<file path="config.mk">
export PLATFORM = sky130hd
export DESIGN_NAME = programmable_tick_timer
export DESIGN_NICKNAME = d
export VERILOG_FILES = /design/src/rtl/ptt_pkg.sv /design/src/rtl/ptt_cfg_regs.sv /design/src/rtl/ptt_timer_core.sv /design/src/rtl/programmable_tick_timer.sv
export SDC_FILE = /design/constraint.sdc
export NUM_CORES = 1
export LEC_CHECK = 0
export ABC_AREA = 1
export CORE_MARGIN = 2
export CORE_UTILIZATION = 35
export DETAILED_ROUTE_END_ITERATION = 6
export DONT_BUFFER_PORTS = 1
export REMOVE_ABC_BUFFERS = 1
export SYNTH_ARGS = -nofsm -noshare
export SYNTH_HDL_FRONTEND = slang
export SYNTH_SLANG_ARGS = --single-unit
</file>
<file path="constraint.sdc">
create_clock -name aclk -period 2.5 [get_ports aclk]
set_clock_uncertainty 0.1 [all_clocks]
set_input_delay 0.5 -clock aclk [delete_from_list [all_inputs] [get_ports aclk]]
set_output_delay 0.5 -clock aclk [all_outputs]
set_load 0.03 [all_outputs]
</file>
<file path="src/rtl/ptt_pkg.sv">
// Package for the programmable tick timer: shared types, register indexes
// and field widths. No dependencies.
`default_nettype none

package ptt_pkg;

    localparam int unsigned CntW  = 8;
    localparam int unsigned DivW  = 16;
    localparam int unsigned SelW  = 2;
    localparam int unsigned CfgIdxW = 2;
    localparam int unsigned CfgDataW = 8;
    localparam int unsigned InDataW = 8;
    localparam int unsigned OutDataW = 24;

    // Register indexes of the configuration port
    localparam logic [CfgIdxW-1:0] REG_TIMER_ENABLE = 2'd0;
    localparam logic [CfgIdxW-1:0] REG_CLOCK_SELECT = 2'd1;
    localparam logic [CfgIdxW-1:0] REG_RELOAD_VALUE = 2'd2;

    // Divider tap codes
    localparam logic [SelW-1:0] SEL_BIT9 = 2'd0;
    localparam logic [SelW-1:0] SEL_BIT3 = 2'd1;
    localparam logic [SelW-1:0] SEL_BIT5 = 2'd2;
    localparam logic [SelW-1:0] SEL_BIT7 = 2'd3;

    // Request kinds
    localparam logic REQ_TICK  = 1'b0;
    localparam logic REQ_WRITE = 1'b1;

    localparam logic [CntW-1:0] CNT_MAX = 8'hFF;

    typedef struct packed {
        logic            timer_enable;
        logic [SelW-1:0] clock_select;
        logic [CntW-1:0] reload_value;
    } cfg_t;

    typedef struct packed {
        logic            req_type;
        logic [CntW-1:0] write_value;
    } item_t;

    typedef struct packed {
        logic            irq_request;
        logic [CntW-1:0] counter_value;
        logic [CntW-1:0] divider_high;
    } result_t;

endpackage

`default_nettype wire

</file>
<file path="src/rtl/ptt_cfg_regs.sv">
// Configuration registers of the programmable tick timer.
// Depends on ptt_pkg.
`default_nettype none

module ptt_cfg_regs (
    input  wire logic                         aclk,
    input  wire logic                         aresetn,
    input  wire logic                         cfg_wr_en,
    input  wire logic [ptt_pkg::CfgIdxW-1:0]  cfg_index,
    input  wire logic [ptt_pkg::CfgDataW-1:0] cfg_wdata,
    output ptt_pkg::cfg_t                     cfg
);

    ptt_pkg::cfg_t cfg_reg;
    ptt_pkg::cfg_t cfg_next;

    always_comb begin
        cfg_next = cfg_reg;
        if (cfg_wr_en) begin
            // keep only the low bits; index beyond the list is dropped
            unique case (cfg_index)
                ptt_pkg::REG_TIMER_ENABLE: cfg_next.timer_enable = cfg_wdata[0];
                ptt_pkg::REG_CLOCK_SELECT:
                    cfg_next.clock_select = cfg_wdata[ptt_pkg::SelW-1:0];
                ptt_pkg::REG_RELOAD_VALUE:
                    cfg_next.reload_value = cfg_wdata[ptt_pkg::CntW-1:0];
                default: cfg_next = cfg_reg;
            endcase
        end
    end

    always_ff @(posedge aclk) begin
        if (!aresetn) begin
            cfg_reg <= '0;
        end else begin
            cfg_reg <= cfg_next;
        end
    end

    assign cfg = cfg_reg;

endmodule

`default_nettype wire

</file>
<file path="src/rtl/ptt_timer_core.sv">
// Divider and timer counter state with the per-item update logic.
// Depends on ptt_pkg.
`default_nettype none

module ptt_timer_core (
    input  wire logic    aclk,
    input  wire logic    aresetn,
    input  wire logic    step,
    input  wire ptt_pkg::item_t  item,
    input  wire ptt_pkg::cfg_t   cfg,
    output ptt_pkg::result_t result
);

    logic [ptt_pkg::DivW-1:0] div_reg;
    logic [ptt_pkg::DivW-1:0] div_next;
    logic [ptt_pkg::CntW-1:0] cnt_reg;
    logic [ptt_pkg::CntW-1:0] cnt_next;
    logic                     irq;
    logic                     rise;
    logic [ptt_pkg::DivW-1:0] div_inc;

    assign div_inc = div_reg + ptt_pkg::DivW'(1);

    // rising edge of the tapped divider bit across the increment
    always_comb begin
        unique case (cfg.clock_select)
            ptt_pkg::SEL_BIT9: rise = div_inc[9] & ~div_reg[9];
            ptt_pkg::SEL_BIT3: rise = div_inc[3] & ~div_reg[3];
            ptt_pkg::SEL_BIT5: rise = div_inc[5] & ~div_reg[5];
            ptt_pkg::SEL_BIT7: rise = div_inc[7] & ~div_reg[7];
            default:           rise = 1'b0;
        endcase
    end

    always_comb begin
        div_next = div_reg;
        cnt_next = cnt_reg;
        irq      = 1'b0;
        if (item.req_type == ptt_pkg::REQ_WRITE) begin
            cnt_next = item.write_value;
        end else begin
            div_next = div_inc;
            if (rise && cfg.timer_enable) begin
                if (cnt_reg == ptt_pkg::CNT_MAX) begin
                    cnt_next = cfg.reload_value;
                    irq      = 1'b1;
                end else begin
                    cnt_next = cnt_reg + ptt_pkg::CntW'(1);
                end
            end
        end
    end

    always_ff @(posedge aclk) begin
        if (!aresetn) begin
            div_reg <= '0;
            cnt_reg <= '0;
        end else if (step) begin
            div_reg <= div_next;
            cnt_reg <= cnt_next;
        end
    end

    assign result.divider_high  = div_next[ptt_pkg::DivW-1 -: ptt_pkg::CntW];
    assign result.counter_value = cnt_next;
    assign result.irq_request   = irq;

endmodule

`default_nettype wire

</file>
<file path="src/rtl/programmable_tick_timer.sv">
// Top level of the programmable tick timer: stream ports, input register,
// result register. Depends on ptt_pkg, ptt_cfg_regs and ptt_timer_core.
`default_nettype none

// Programmable tick timer. Every tick item advances a 16-bit free-running
// divider; when the divider bit picked by clock_select (bit 9, 3, 5 or 7)
// rises and the timer is enabled, the 8-bit counter increments, and on the
// wrap past 255 it takes reload_value and flags irq_request for that item
// only. A write item (tuser high) loads the counter and leaves the divider
// alone. Exactly one result leaves per item, in order. The block takes one
// item per clock unless m_tready holds the result register: an item sits
// in the input register, is processed by one pass of the divider/counter
// update as it moves into the result register, and is offered on the
// master side from there. The counter state is updated in the same edge
// that fills the result register, which is what lets the next item follow
// directly. Configuration is to be written through cfg_wr_en/cfg_index/
// cfg_wdata only while no item is in flight; the block does not enforce it.
module programmable_tick_timer (
    input  wire logic                          aclk,
    input  wire logic                          aresetn,
    // configuration write port
    input  wire logic                          cfg_wr_en,
    input  wire logic [ptt_pkg::CfgIdxW-1:0]   cfg_index,
    input  wire logic [ptt_pkg::CfgDataW-1:0]  cfg_wdata,
    // input items
    input  wire logic                          s_tvalid,
    output      logic                          s_tready,
    input  wire logic [ptt_pkg::InDataW-1:0]   s_tdata,   // [7:0] write_value
    input  wire logic                          s_tuser,   // [0] req_type
    // result items
    output      logic                          m_tvalid,
    input  wire logic                          m_tready,
    output      logic [ptt_pkg::OutDataW-1:0]  m_tdata    // [7:0] divider_high,
                                                          // [15:8] counter_value,
                                                          // [16] irq_request,
                                                          // [23:17] zero
);

    ptt_pkg::cfg_t    cfg;
    ptt_pkg::item_t   in_reg;
    logic             in_valid_reg;
    ptt_pkg::result_t res_comb;
    ptt_pkg::result_t out_reg;
    logic             out_valid_reg;
    logic             out_free;
    logic             advance;

    ptt_cfg_regs u_cfg (
        .aclk      (aclk),
        .aresetn   (aresetn),
        .cfg_wr_en (cfg_wr_en),
        .cfg_index (cfg_index),
        .cfg_wdata (cfg_wdata),
        .cfg       (cfg)
    );

    // result register is free when empty or being drained this cycle
    assign out_free = !out_valid_reg || m_tready;
    // move the held item into the result register and commit its state update
    assign advance  = in_valid_reg && out_free;
    assign s_tready = !in_valid_reg || out_free;

    ptt_timer_core u_core (
        .aclk    (aclk),
        .aresetn (aresetn),
        .step    (advance),
        .item    (in_reg),
        .cfg     (cfg),
        .result  (res_comb)
    );

    // input register: capture a new item whenever it empties or passes on
    always_ff @(posedge aclk) begin
        if (!aresetn) begin
            in_valid_reg <= 1'b0;
        end else if (s_tready) begin
            in_valid_reg <= s_tvalid;
        end
    end

    always_ff @(posedge aclk) begin
        if (s_tready && s_tvalid) begin
            in_reg.req_type    <= s_tuser;
            in_reg.write_value <= s_tdata;
        end
    end

    // result register: hold until taken
    always_ff @(posedge aclk) begin
        if (!aresetn) begin
            out_valid_reg <= 1'b0;
        end else if (out_free) begin
            out_valid_reg <= in_valid_reg;
        end
    end

    always_ff @(posedge aclk) begin
        if (advance) begin
            out_reg <= res_comb;
        end
    end

    assign m_tvalid = out_valid_reg;
    assign m_tdata  = {7'd0, out_reg.irq_request, out_reg.counter_value,
                       out_reg.divider_high};

endmodule

`default_nettype wire

</file>
* Yosys cells after proc, flatten, opt, wreduce, memory -nomap -nowiden *
Cells that the tools add are included.

cells by class
  reduce and logical (&&, ||, !) cells = 14
  equal/unequal tests = 6
  muxes and demuxes = 6
  bitwise logic cells = 10
  add/sub/neg operators = 2

operators by type and width
  operator                 number
  $mux W8                  3
  $add A16 B1 Y16 const B  1
  $mux W16                 1
  $add A8 B1 Y8 const B    1
  $eq A8 B8 Y1 const B     1
  $reduce_and A2 Y1        4
  $eq A2 B2 Y1 const B     3
  $not A1 Y1               6
  $and A1 B1 Y1            4
  $eq A2 B1 Y1 const B     2
  $logic_not A2 Y1         2
  $pmux W1 S4              1
  $logic_and A1 B1 Y1      3
  $logic_not A1 Y1         2
  $logic_or A1 B1 Y1       2
  $reduce_or A2 Y1         1
  $mux W1                  1

word-level totals
  output and inout bits = 26
  flip-flop bits (word level) = 63
  logic and storage cells = 51
  bits of input ports = 24

* Depth between registers and ports, before layout *
Gate-level depths: netlist (run 1).

  depth after elaboration = 6
  gate-level depth with buffers = 16
  depth with buffers taken out = 16

* Cells and area by module *
From an unflattened synthesis (run 1), not the netlist that was laid out.

second synthesis, totals
  cells, all modules = 401
  area, all modules = 3200.6 um^2

by module, submodules not included
  module                   area each (um^2)  cells an instance  seq. area each (um^2)  times used
  ptt_timer_core           1781.7            281                480.5                  1
  programmable_tick_timer  932.1             47                 820.8                  1
  ptt_cfg_regs             486.7             73                 220.2                  1

* Least setup slack after synthesis (run 1) *
Ideal clock, no wire load.

  kind = register to register
  start = register u_core.div_reg[4] (netlist name)
  end = register out_reg, in the netlist m_tdata[8], data pin
  period minus slack after synthesis = 1935 ps
  data required time = 2146 ps
  path slack = 565 ps
  buffers on the path = 0
  stages on the path, launching flop included = 13
  setup time = 254 ps
  arrival = 1582 ps
  cell sequence = dfxtp_1 > nand2_1 > nor3_1 > inv_1 > nor3_1 > ha_1 > nand2_1 > nand3_1 > nand2_1 > nor2_4 > o211ai_1 > nand2_1 > nand2_1

RTL lines
  element                 line                           text
  from (decl)             ptt_timer_core.sv:14           logic [ptt_pkg::DivW-1:0] div_reg;
  from (signal assigned)  ptt_timer_core.sv:59           div_reg <= div_next;
  to (signal assigned)    programmable_tick_timer.sv:99  out_reg <= res_comb;
  to (decl)               programmable_tick_timer.sv:43  ptt_pkg::result_t out_reg;

==> results by group, run 1 <==
Timing
  • Slew margin rel.: 63.22%
  • Final setup fails: 0
  • Setup slack of the critical path after layout: 294.5 ps
  • Final critical path time including I/O delays and setup: 2206 ps
  • Count of endpoints failing hold in the final timing report: 0
  • Worst Tran Pin Value: 551.0 ps
  • Accumulated negative setup slack: 0 ps
  • Fmax: 0.4534 GHz
  • Period utilization: 88.22%
  • RSZ-0062 raised after global routing: false
  • Worst hold slack after final layout: 145.4 ps
  • Max Slew Vio Count: 0

Logic synthesis
  • Yosys cell types: 31
  • Area of the mapped netlist: 3127 um2
  • Part of the Yosys area used for sequential elements: 48.66%
  • Number of standard cells after synthesis: 397
  • Syn_area_per_cell: 7.876 um2
  • Synthesis warning total: 0
  • Number of register bits inferred by synthesis: 63

Clocking
  • Later-pin clock latency in the skew report: 350 ps
  • Sink Count: 63
  • CTS tree: yes
  • Clk root buf: sky130_fd_sc_hd__clkbuf_8
  • Num CTS Buffers: 9
  • Buffers inserted by post-CTS timing repair: 0
  • Cts repair resizes: 0
  • Count of hold buffers inserted by post-cts repair: 0
  • Clock H-tree levels: 3
  • Buffer levels on the longest clock path: 2
  • Clock transition at the register clock pins on the worst setup and hold paths after CTS: 70 ps

Placement
  • Total of buffers placed on input and output ports: 0
  • Last weighted congestion value of the routability-driven placer: 0.9193
  • DP HPWL: 4715 um
  • Pre-CTS worst setup slack: 326.9 ps
  • Number of cells in the design after placement: 500
  • Placed cell areas: 3233 um2

Floorplan
  • Number of rows in the core area: 34
  • Number of primary I/O pins: 50
  • Initial cell density of the core: 36.03%
  • Core region area: 8678 um2
  • Die area: 9705 um2
  • Height of the die: 98.52 um
  • Die Width: 98.52 um

Status
  • Run status: completed

Power and ir drop
  • Total power divided by cell area: 629.3 nW/um2
  • Peak supply drop: 207.6 uV
  • Leakage: 1.464 nW

Critical path
  • Endpoint of the worst setup timing path: m_tdata[11]
  • Setup slack of the worst register-to-register path: 290 ps
  • Capture instance of the worst register-to-register path: m_tdata[11]
  • Critical path peak fanout: 9
  • Critical path arrival: 2200 ps
  • Crit path launch type: flip-flop
  • CP startpoint: u_core.div_reg[4]
  • Reg-to-reg critical path startpoint: u_core.div_reg[4]
  • Crit end category: flip-flop
  • Worst reg-to-reg path cell count: 12
  • Setup Crit Path Kind: reg -> reg
  • Critical path required time: 2490 ps

Global routing
  • Leftover overflow at the end of global routing: 0
  • Number of antenna violations at the first check in global routing: 0
  • Total global-route track usage: 14.20%
  • First-pass GRT wire length: 10,750 um
  • Maximum number of pins on one net before global-route repair: 30
  • Number of global-route vias before repair: 2,158

Cells and area
  • Number of antenna cells inserted: 0
  • Fillers: 892
  • Seq. cell area: 1521 um2
  • Ratio of cells with drive above 1 in the final layout: 10.05%
  • Number of flip-flops under the largest register name: 17
  • Signed area change from the synthesized netlist to the final layout: 8.723%
  • Number of cells in the finished layout apart from fillers: 516
  • Final cell area excluding filler cells: 3400 um2
  • Total area of multi-input combinational cells: 1321 um2
  • Number of nets at the end of the flow: 433

Drt
  • Number of vias after detailed routing: 2,434
  • DRT Wirelength: 6489 um
  • Routed via count divided by cell count: 4.717
  • Post-detailed-route wirelength per cell: 12.58 um
  • Pre-antenna DRT Iters: 5
  • Number of remaining DRC errors: 0
  • Number of antenna-violating nets in the routed design: 0
  • Initial drt markers: 144

Hold path
  • Instance count along the most critical hold path: 0
  • Class of the tightest hold or removal check: in -> reg

Run
  • Maximum capacitance violations: 0
==> report_power, final <==
part / switching (mW) / total (mW) / internal [mW]
Combinational: 0.124 / 0.182 / 0.0589
Sequential: 0.0728 / 1.21 / 1.14
Clock: 0.372 / 0.748 / 0.376
Total: 0.569 / 2.14 / 1.57
==> Yosys cell counts <==
| cell type | instances | share of area (%) |
|---|---|---|
| sky130_fd_sc_hd__buf_1 | 1 | 0.12 |
| sky130_fd_sc_hd__o21ai_0 | 27 | 4.3 |
| sky130_fd_sc_hd__nand4_1 | 4 | 0.80 |
| sky130_fd_sc_hd__dfxtp_1 | 37 | 24 |
| sky130_fd_sc_hd__nor4_1 | 1 | 0.20 |
| sky130_fd_sc_hd__o21ai_1 | 3 | 0.48 |
| sky130_fd_sc_hd__buf_4 | 7 | 1.7 |
| sky130_fd_sc_hd__nand3_1 | 33 | 5.3 |
| sky130_fd_sc_hd__a31oi_1 | 1 | 0.20 |
| sky130_fd_sc_hd__conb_1 | 1 | 0.12 |
| sky130_fd_sc_hd__buf_2 | 5 | 0.80 |
| sky130_fd_sc_hd__a21o_2 | 2 | 0.56 |
| sky130_fd_sc_hd__nand2_1 | 87 | 10 |
| sky130_fd_sc_hd__clkinv_1 | 1 | 0.12 |
| sky130_fd_sc_hd__or2_2 | 1 | 0.20 |
| sky130_fd_sc_hd__clkbuf_1 | 4 | 0.48 |
| sky130_fd_sc_hd__inv_1 | 51 | 6.1 |
| sky130_fd_sc_hd__inv_2 | 4 | 0.48 |
| sky130_fd_sc_hd__edfxtp_1 | 26 | 25 |
| sky130_fd_sc_hd__nand2_2 | 5 | 1.0 |
| sky130_fd_sc_hd__o211ai_1 | 1 | 0.24 |
| sky130_fd_sc_hd__nor3_4 | 2 | 1.0 |
| sky130_fd_sc_hd__a21oi_1 | 28 | 4.5 |
| sky130_fd_sc_hd__nand2_4 | 1 | 0.36 |
| sky130_fd_sc_hd__nor2_4 | 4 | 1.4 |
| sky130_fd_sc_hd__nor2_1 | 41 | 4.9 |
| sky130_fd_sc_hd__nor3_1 | 7 | 1.1 |
| sky130_fd_sc_hd__xor2_2 | 1 | 0.52 |
| sky130_fd_sc_hd__a21oi_2 | 2 | 0.56 |
| sky130_fd_sc_hd__xor2_1 | 3 | 0.84 |
| sky130_fd_sc_hd__ha_1 | 6 | 2.4 |
==> critical path, cell delays in order (launching register included) <==
cell and delay [ps]:
sky130_fd_sc_hd__dfxtp_1 370, sky130_fd_sc_hd__nand2_1 120, sky130_fd_sc_hd__nor3_1 240, sky130_fd_sc_hd__inv_1 90, sky130_fd_sc_hd__nor3_1 150, sky130_fd_sc_hd__ha_1 190, sky130_fd_sc_hd__nand2_1 60, sky130_fd_sc_hd__nand3_1 60
sky130_fd_sc_hd__nand2_1 80, sky130_fd_sc_hd__nor2_4 200, sky130_fd_sc_hd__nand3_1 130, sky130_fd_sc_hd__nand3_1 110, sky130_fd_sc_hd__nand2_1 60
==> logic make-up (layout without fill, tap and decap cells) <==
| family | after synthesis | in the layout | synth area share [%] |
|---|---|---|---|
| xor gates and xnor gates | 4 | 4 | 1.361 |
| DFF | 63 | 63 | 48.66 |
| and+or+nand+nor | 186 | 186 | 26.81 |
| buffers and inverters | 73 | 78 | 9.803 |
| other | 1 | 7 | 0.1199 |
| AOI/OAI and AO/OA | 64 | 64 | 10.84 |
| adders and majority gates | 6 | 6 | 2.401 |
==> layout by cell type (no fill, tap or decap), types with 3 or more instances in the layout <==
| cell type | n |
|---|---|
| sky130_fd_sc_hd__inv_2 | 4 |
| sky130_fd_sc_hd__conb_1 | 7 |
| sky130_fd_sc_hd__nor2_4 | 4 |
| sky130_fd_sc_hd__nor3_1 | 7 |
| sky130_fd_sc_hd__ha_1 | 6 |
| sky130_fd_sc_hd__clkinv_1 | 3 |
| sky130_fd_sc_hd__inv_1 | 51 |
| sky130_fd_sc_hd__nor2_1 | 41 |
| sky130_fd_sc_hd__xor2_1 | 3 |
| sky130_fd_sc_hd__clkbuf_8 | 10 |
| sky130_fd_sc_hd__o21ai_1 | 3 |
| sky130_fd_sc_hd__dfxtp_1 | 37 |
| sky130_fd_sc_hd__nand2_2 | 5 |
| sky130_fd_sc_hd__edfxtp_1 | 26 |
| sky130_fd_sc_hd__nand2_1 | 87 |
| sky130_fd_sc_hd__nand4_1 | 4 |
| sky130_fd_sc_hd__nand3_1 | 33 |
| sky130_fd_sc_hd__buf_4 | 6 |
| sky130_fd_sc_hd__a21oi_1 | 28 |
| sky130_fd_sc_hd__o21ai_0 | 27 |
==> routing by layer <==
metal,vias to the layer above,global-route usage (%),share of wire [%]
met5,-,0,0
met3,10,4.043,6.8
met1,1072,19.58,48
li1,1289,-,-
met4,0,7.798,2.0
met2,63,20.04,43
==> stage by stage <==
| stage | util [%] | power (mW) |
|---|---|---|
| after global placement | 37.25 | 1.410 |
| final | 39.17 | 2.139 |
| after detailed placement | 37.25 | 1.414 |
| after floorplan | - | 1.361 |
| after global routing | 39.17 | 2.245 |
| after CTS | 39.17 | 2.166 |
==> how the worst min path moves through the flow <==
stage                            startpoint                 to  slack, ps
after floorplan                u_cfg.cfg[0]       u_cfg.cfg[0]        330
after global placement    u_core.div_reg[0]  u_core.div_reg[0]        360
after detailed placement       u_cfg.cfg[0]       u_cfg.cfg[0]        370
after CTS                        s_tdata[7]          in_reg[7]        130
after global routing             s_tdata[1]          in_reg[1]        130
final                            s_tdata[6]          in_reg[6]        150
==> area by class of cell <==
type	count	share of cell area, %
Clock buffer	11	4.159
Inverter	56	6.183
Clock inverter	5	0.7361
Multi-Input combinational cell	267	38.87
Tap cell	108	3.975
Timing Repair Buffer	6	1.325
Sequential cell	63	44.76
(Power assumes the default switching activity.)
==> run 2, diff against run 1 <==
==> constraint.sdc (replaced) <==
create_clock -name aclk -period 2.5 [get_ports aclk]
set_clock_uncertainty 0.1 [all_clocks]
set_input_delay 0.5 -clock aclk [delete_from_list [all_inputs] [get_ports aclk]]
set_output_delay 0.5 -clock aclk [all_outputs]
set_load 0.01 [all_outputs]
==> run 2 against run 1 <==
Against the previous run: wire length up 2.1%; cell count is the same; setup slack better by 39 ps; global-route usage grew 0.29 points; critical path type unchanged; largest power group unchanged.
==> results by group, run 2 (synthesis gave the netlist of run 1 again) <==
Critical path
  • CP startpoint: u_core.div_reg[4]
  • Critical path arrival: 2160 ps (-40 ps)
  • Crit end category: flip-flop
  • Critical path peak fanout: 9 (unchanged)
  • Setup Crit Path Kind: reg -> reg
  • Crit path launch type: flip-flop
  • Reg-to-reg critical path startpoint: u_core.div_reg[4]
  • Critical path required time: 2490 ps (about the same)

Timing
  • Final critical path time including I/O delays and setup: 2166 ps (-39.15 ps)
  • Period utilization: 86.65% (-1.6 points)
  • Worst hold slack after final layout: 148.4 ps (+3.048 ps)
  • Count of endpoints failing hold in the final timing report: 0 (unchanged)
  • Fmax: 0.4616 GHz (+1.8%)
  • Setup slack of the critical path after layout: 333.6 ps (+39.15 ps)
  • Accumulated negative setup slack: 0 ps (unchanged)
  • Final setup fails: 0 (unchanged)
  • Slew margin rel.: 62.08% (-1.1 points)
  • Max Slew Vio Count: 0 (unchanged)
  • RSZ-0062 raised after global routing: false
  • Worst Tran Pin Value: 568.2 ps (+17.16 ps)

Drt
  • Pre-antenna DRT Iters: 4 (-1)
  • Number of vias after detailed routing: 2,463 (+1.2%)
  • DRT Wirelength: 6626 um (+2.1%)
  • Top layer reached by signal wires: met4
  • Initial drt markers: 142 (-1.4%)
  • Number of antenna-violating nets in the routed design: 0 (unchanged)
  • Post-detailed-route wirelength per cell: 12.84 um (+2.1%)
  • Metal3 WL: 404 um (-8.0%)
  • Met1 Routed Length: 3206 um (+1.9%)
  • Number of remaining DRC errors: 0 (unchanged)
  • Length of routed met2 wiring: 2748 um (-0.83%)
  • Routed via count divided by cell count: 4.773 (+1.2%)

Power and ir drop
  • Net Switching: 0.5417 mW (-4.8%)
  • Gate power share: 7.5% (-1.0 points)
  • Peak supply drop: 200.5 uV (-3.4%)
  • Leakage: 1.486 nW (+1.5%)
  • Clk pwr share: 41.3% (+6.3 points)
  • Total power divided by cell area: 671.8 nW/um2 (+6.7%)
  • Fraction of power spent switching nets: 23.40% (-3.2 points)
  • Internal Dissipation: 1.773 mW (+13%)
  • Sequential fraction of design power: 51.2% (-5.3 points)

Clocking
  • CTS tree: yes
  • Num CTS Buffers: 9 (unchanged)
  • Buffer levels on the longest clock path: 2 (unchanged)
  • Count of hold buffers inserted by post-cts repair: 0 (unchanged)
  • Sink Count: 63 (unchanged)
  • Buffers inserted by post-CTS timing repair: 0 (unchanged)
  • Clock transition at the register clock pins on the worst setup and hold paths after CTS: 70 ps (about the same)
  • Clock H-tree levels: 3 (unchanged)
  • Later-pin clock latency in the skew report: 340 ps (about the same)
  • Cts repair resizes: 0 (unchanged)
  • Clk root buf: sky130_fd_sc_hd__clkbuf_8

Global routing
  • First-pass GRT wire length: 10,850 um (+0.89%)
  • Leftover overflow at the end of global routing: 0 (unchanged)
  • Number of antenna violations at the first check in global routing: 0 (unchanged)
  • Total global-route track usage: 14.49% (+0.29 points)
  • Maximum number of pins on one net before global-route repair: 30 (unchanged)
  • Number of global-route vias before repair: 2,175 (+0.79%)

Cells and area
  • Number of nets at the end of the flow: 433 (unchanged)
  • Number of antenna cells inserted: 0 (unchanged)
  • Number of flip-flops under the largest register name: 17 (unchanged)
  • Number of cells in the finished layout apart from fillers: 516 (unchanged)
  • Fillers: 901 (+1.0%)
  • Signed area change from the synthesized netlist to the final layout: 10.20%
  • Leading cell type in the layout, fill and taps excluded: sky130_fd_sc_hd__nand2_1
  • Commonest cells after routing, fill and taps aside: sky130_fd_sc_hd__nand2_1 (87), sky130_fd_sc_hd__inv_1 (51), sky130_fd_sc_hd__nor2_1 (41), sky130_fd_sc_hd__dfxtp_1 (37), sky130_fd_sc_hd__nand3_1 (33)
  • Ratio of cells with drive above 1 in the final layout: 9.804% (-0.25 points)
  • Final core utilization: 39.71% (+0.53 points)

Hold path
  • Class of the tightest hold or removal check: in -> reg
  • Hold wc startpoint: s_tdata[7]

Floorplan
  • Number of primary I/O pins: 50 (unchanged)
  • Initial cell density of the core: 36.03% (unchanged)
  • Die area: 9705 um2 (unchanged)
  • Height of the die: 98.52 um (unchanged)
  • Core region area: 8678 um2 (unchanged)
  • Number of rows in the core area: 34 (unchanged)
  • Die Width: 98.52 um (unchanged)

Placement
  • Number of cells in the design after placement: 500 (unchanged)
  • Pre-CTS worst setup slack: 345.3 ps (+18.41 ps)
  • Last weighted congestion value of the routability-driven placer: 0.8989 (-2.2%)
  • Total of buffers placed on input and output ports: 0 (unchanged)
  • DP HPWL: 4769 um (+1.2%)

Status
  • Run status: completed

Run
  • Maximum capacitance violations: 0 (unchanged)
==> run 2: final timing paths <==
check                                     to  slack, ps  depth (start not counted)
worst min register to register  u_cfg.cfg[0]        370                          2
worst min-delay path               in_reg[7]        150                          0
worst max-delay path             m_tdata[11]        330                         12
worst max register to register   m_tdata[11]        330                         12
==> run 2: worst max-delay path: stages (launching register included) <==
cell and delay (ps):
sky130_fd_sc_hd__dfxtp_1 370, sky130_fd_sc_hd__nand2_1 120, sky130_fd_sc_hd__nor3_1 250, sky130_fd_sc_hd__inv_1 90, sky130_fd_sc_hd__nor3_1 140, sky130_fd_sc_hd__ha_1 190
sky130_fd_sc_hd__nand2_1 60, sky130_fd_sc_hd__nand3_1 60, sky130_fd_sc_hd__nand2_1 80, sky130_fd_sc_hd__nor2_4 190, sky130_fd_sc_hd__nand3_1 110, sky130_fd_sc_hd__nand3_1 100
sky130_fd_sc_hd__nand2_1 60
==> run 2: area by class of cell <==
class                   instances  area (um2)  share of cell area (%)
repair buffers                  6       45.04                   1.307
multi-input cells             267        1321                   38.34
well taps                     108       135.1                   3.922
clock buffers                  11       141.4                   4.103
inverters                      56       210.2                   6.100
clock inverters                 5       71.32                   2.070
flip-flops and latches         63        1521                   44.15
==> run 2: routing by layer <==
metal	global-route usage (%)	vias to the layer above
met2	19.62	61
met4	9.273	0
met3	5.248	20
li1	-	1284
met5	0	-
met1	19.41	1098
==> run 2: through the flow <==
stage	cell area [um2]	power [mW]
after detailed placement	3233	1.381
after global routing	3446	2.415
after global placement	3233	1.377
after CTS	3446	2.335
after floorplan	3053	1.328
final	3446	2.315
==> run 2: power by group through the flow <==
stage               Sequential (mW)  Clock, mW  Combinational (mW)
floorplan                      1.20          0               0.132
global placement               1.21          0               0.171
detailed placement             1.21          0               0.174
CTS                            1.19      0.975               0.175
global route                   1.19       1.02               0.203
finish                         1.19      0.957               0.172
==> run 3, diff against run 2 <==
--- a/config.mk
+++ b/config.mk
@@ -5,7 +5,6 @@
 export SDC_FILE = /design/constraint.sdc
 export NUM_CORES = 1
 export LEC_CHECK = 0
-export ABC_AREA = 1
 export CORE_MARGIN = 2
 export CORE_UTILIZATION = 35
 export DETAILED_ROUTE_END_ITERATION = 6
@@ -14,3 +13,4 @@
 export SYNTH_ARGS = -nofsm -noshare
 export SYNTH_HDL_FRONTEND = slang
 export SYNTH_SLANG_ARGS = --single-unit
+export TNS_END_PERCENT = 5
==> run 3 against run 2 <==
Against the previous run: hold slack got worse by 2.8 ps; clock-buffer cell count decreased by 1; combinational power shrank 33%; sequential power down 3%; global-route usage is 0.55 points lower; fmax is 3.0% lower; cell count shrank 17%; critical path depth decreased by 3; utilization is 0.38 points lower; clock power rose by 1%.
==> results by group, run 3 <==
Timing
  • Max Slew Vio Count: 0 (unchanged)
  • Slew margin rel.: 56.70% (-5.4 points)
  • Count of endpoints failing hold in the final timing report: 0 (unchanged)
  • Accumulated negative setup slack: 0 ps (unchanged)
  • Fmax: 0.4477 GHz (-3.0%)
  • Period utilization: 89.34% (+2.7 points)
  • Final critical path time including I/O delays and setup: 2233 ps (+67.08 ps)
  • Worst Tran Pin Value: 647.5 ps (+79.34 ps)
  • RSZ-0062 raised after global routing: false
  • Final setup fails: 0 (unchanged)

Critical path
  • Reg-to-reg critical path startpoint: u_core.div_reg[3]
  • Setup Crit Path Kind: reg -> reg
  • Sum of buffers and inverters on the critical path: 1 (unchanged)
  • Top Family by Delay on Critical Path: simple AND/OR/NAND/NOR gates
  • Standard cell with the maximum stage delay on the critical path: sky130_fd_sc_hd__dfxtp_1
  • Setup slack of the worst register-to-register path: 270 ps (-70 ps)
  • Critical path peak fanout: 14 (+5)
  • Capture instance of the worst register-to-register path: m_tdata[15]
  • Critical path required time: 2500 ps (about the same)
  • Cell Chain, Critical Path: nand4_4, nor3_1, ha_1, mux2i_1, o22ai_2, buf_4, a41oi_1, o21ai_0, nand2_1
  • Worst reg-to-reg path cell count: 9 (-3)
  • Crit end category: flip-flop
  • CP max stage delay: 450 ps (+80 ps)
  • Critical path arrival: 2240 ps (+80 ps)
  • Crit path launch type: flip-flop

Global routing
  • Maximum number of pins on one net before global-route repair: 25 (-17%)
  • Number of global-route vias before repair: 2,029 (-6.7%)
  • Total global-route track usage: 13.93% (-0.55 points)
  • Leftover overflow at the end of global routing: 0 (unchanged)
  • First-pass GRT wire length: 10,380 um (-4.3%)
  • Number of antenna violations at the first check in global routing: 0 (unchanged)

Logic synthesis
  • Number of standard cells after synthesis: 310 (-22%)
  • Fraction of post-synthesis cell area in the top cell type by area: 25.33% (+0.36 points)
  • Syn_area_per_cell: 9.941 um2 (+26%)
  • Synthesis warning total: 0 (unchanged)
  • Number of register bits inferred by synthesis: 63 (unchanged)
  • Prevailing post-synth register cell: sky130_fd_sc_hd__dfxtp_1
  • Leading post-synthesis cells by instance count: sky130_fd_sc_hd__nor2_1 (40), sky130_fd_sc_hd__dfxtp_1 (37), sky130_fd_sc_hd__nand2_1 (37)
  • Yosys cell types: 52 (+68%)
  • Post-synth top area cell: sky130_fd_sc_hd__edfxtp_1
  • Area of the mapped netlist: 3082 um2 (-1.4%)
  • Share of flip-flops with an asynchronous set or reset: 0% (unchanged)
  • Dominant cells by area after synthesis: sky130_fd_sc_hd__edfxtp_1 (25%), sky130_fd_sc_hd__dfxtp_1 (24%), sky130_fd_sc_hd__mux2i_1 (5.5%), sky130_fd_sc_hd__nor2_1 (4.9%), sky130_fd_sc_hd__nand2_1 (4.5%)
  • Cell with the most instances after synthesis: sky130_fd_sc_hd__nor2_1
  • Part of the Yosys area used for sequential elements: 49.37% (+0.71 points)
  • Number of enable-type register cells in the synthesized netlist: 26 (unchanged)

Drt
  • Initial drt markers: 109 (-23%)
  • DRT Wirelength: 6287 um (-5.1%)
  • Pre-antenna DRT Iters: 4 (unchanged)
  • Number of vias after detailed routing: 2,157 (-12%)
  • Number of remaining DRC errors: 0 (unchanged)
  • Post-detailed-route wirelength per cell: 14.76 um (+15%)
  • Number of antenna-violating nets in the routed design: 0 (unchanged)
  • Routed via count divided by cell count: 5.063 (+6.1%)

Placement
  • Last weighted congestion value of the routability-driven placer: 0.7873 (-12%)
  • Number of cells in the design after placement: 410 (-18%)
  • DP HPWL: 4458 um (-6.5%)
  • Total of buffers placed on input and output ports: 0 (unchanged)

Floorplan
  • Number of rows in the core area: 34 (unchanged)
  • Number of primary I/O pins: 50 (unchanged)
  • Initial cell density of the core: 35.69% (-0.34 points)
  • Core region area: 8636 um2 (-0.49%)
  • Die area: 9572 um2 (-1.4%)
  • Die Width: 97.84 um (-0.69%)
  • Height of the die: 97.84 um (-0.69%)

Power and ir drop
  • Total power divided by cell area: 658.6 nW/um2 (-2.0%)
  • Leakage: 1.259 nW (-15%)
  • Peak supply drop: 234.2 uV (+17%)

Clocking
  • Num CTS Buffers: 9 (unchanged)
  • CTS tree: yes
  • Clock transition at the register clock pins on the worst setup and hold paths after CTS: 70 ps (about the same)
  • Sink Count: 63 (unchanged)
  • Buffer levels on the longest clock path: 2 (unchanged)
  • Cts repair resizes: 0 (unchanged)
  • Buffers inserted by post-CTS timing repair: 0 (unchanged)
  • Count of hold buffers inserted by post-cts repair: 0 (unchanged)
  • Later-pin clock latency in the skew report: 350 ps (about the same)
  • Clk root buf: sky130_fd_sc_hd__clkbuf_8
  • Clock H-tree levels: 3 (unchanged)

Cells and area
  • Signed area change from the synthesized netlist to the final layout: 10.19% (about the same)
  • Fillers: 853 (-5.3%)
  • Number of cells in the finished layout apart from fillers: 426 (-17%)
  • Number of antenna cells inserted: 0 (unchanged)
  • Leading cell type in the layout, fill and taps excluded: sky130_fd_sc_hd__nor2_1
  • Number of flip-flops under the largest register name: 17 (unchanged)
  • Ratio of cells with drive above 1 in the final layout: 11.95% (+2.1 points)
  • Commonest cells after routing, fill and taps aside: sky130_fd_sc_hd__nor2_1 (40), sky130_fd_sc_hd__nand2_1 (37), sky130_fd_sc_hd__dfxtp_1 (37), sky130_fd_sc_hd__edfxtp_1 (26), sky130_fd_sc_hd__mux2i_1 (17)
  • Number of nets at the end of the flow: 343 (-21%)

Run
  • Maximum capacitance violations: 0 (unchanged)

Status
  • Run status: completed

Hold path
  • Hold wc startpoint: s_tdata[0]
  • Endpoint with the worst hold slack: in_reg[0]
  • Class of the tightest hold or removal check: in -> reg
  • Instance count along the most critical hold path: 0 (unchanged)
-- run 3: cell type report --
| cell class | count | area (um2) | area share (%) |
|---|---|---|---|
| tap | 108 | 135.1 | 3.979 |
| inverter | 8 | 30.03 | 0.8843 |
| sequential | 63 | 1521 | 44.80 |
| multi-input combinational | 222 | 1429 | 42.08 |
| clock inverter | 6 | 85.08 | 2.506 |
| clock buffer | 10 | 127.6 | 3.758 |
| timing repair buffer | 9 | 67.56 | 1.990 |
-- run 3: worst max path at each step --
stage | from | end | slack [ps] | depth (start not counted)
2_1_floorplan | u_core.div_reg[3] | m_tdata[9] | 310 | 7
3_5_place_dp | u_core.div_reg[3] | m_tdata[15] | 300 | 9
6_report | u_core.div_reg[3] | m_tdata[15] | 270 | 9
3_3_place_gp | u_core.div_reg[3] | m_tdata[15] | 360 | 9
5_1_grt | u_core.div_reg[3] | m_tdata[15] | 60 | 9
4_1_cts | u_core.div_reg[3] | m_tdata[15] | 280 | 9
-- run 3: cells by family after synthesis --
family	after synthesis	share of synthesized area, %
and+or+nand+nor	131	22.29
DFF	63	49.37
AOI/OAI and AO/OA	41	9.135
buffers and inverters	31	4.994
xor gates and xnor gates	19	5.400
muxes	18	6.252
adders and majority gates	6	2.436
other	1	0.1217
-- run 3: where the power goes --
group	switching, mW	internal (mW)	total [mW]
logic	0.0722	0.0440	0.116
clock network	0.411	0.558	0.968
registers	0.0386	1.11	1.15
total	0.522	1.71	2.24
-- run 3: per-layer routing --
layer	track usage, %	share of wire, %
met1	18.92	50
met2	20.23	43
met3	3.150	4.3
met4	8.333	2.6
met5	0	0
-- run 3: worst register-to-register path, cell delays in order (launching register included) --
cell,delay (ps)
sky130_fd_sc_hd__dfxtp_1,450
sky130_fd_sc_hd__nand4_4,210
sky130_fd_sc_hd__nor3_1,230
sky130_fd_sc_hd__ha_1,190
sky130_fd_sc_hd__mux2i_1,80
sky130_fd_sc_hd__o22ai_2,160
sky130_fd_sc_hd__buf_4,220
sky130_fd_sc_hd__a41oi_1,150
sky130_fd_sc_hd__o21ai_0,120
sky130_fd_sc_hd__nand2_1,70
-- run 3: per-stage QoR --
| step | setup WS [ps] | hold slack (ps) | total power [mW] | instance area (um2) | util (%) |
|---|---|---|---|---|---|
| 5_1_grt | 56.48 | 129.6 | 2.335 | 3396 | 39.32 |
| 3_3_place_gp | 357.9 | 382.9 | 1.289 | 3183 | 36.86 |
| 2_1_floorplan | 313.8 | 363.0 | 1.251 | 2980 | - |
| 4_1_cts | 276.1 | 130.6 | 2.267 | 3396 | 39.32 |
| 3_5_place_dp | 295.3 | 388.2 | 1.293 | 3183 | 36.86 |
| 6_report | 266.6 | 145.6 | 2.236 | 3396 | 39.32 |
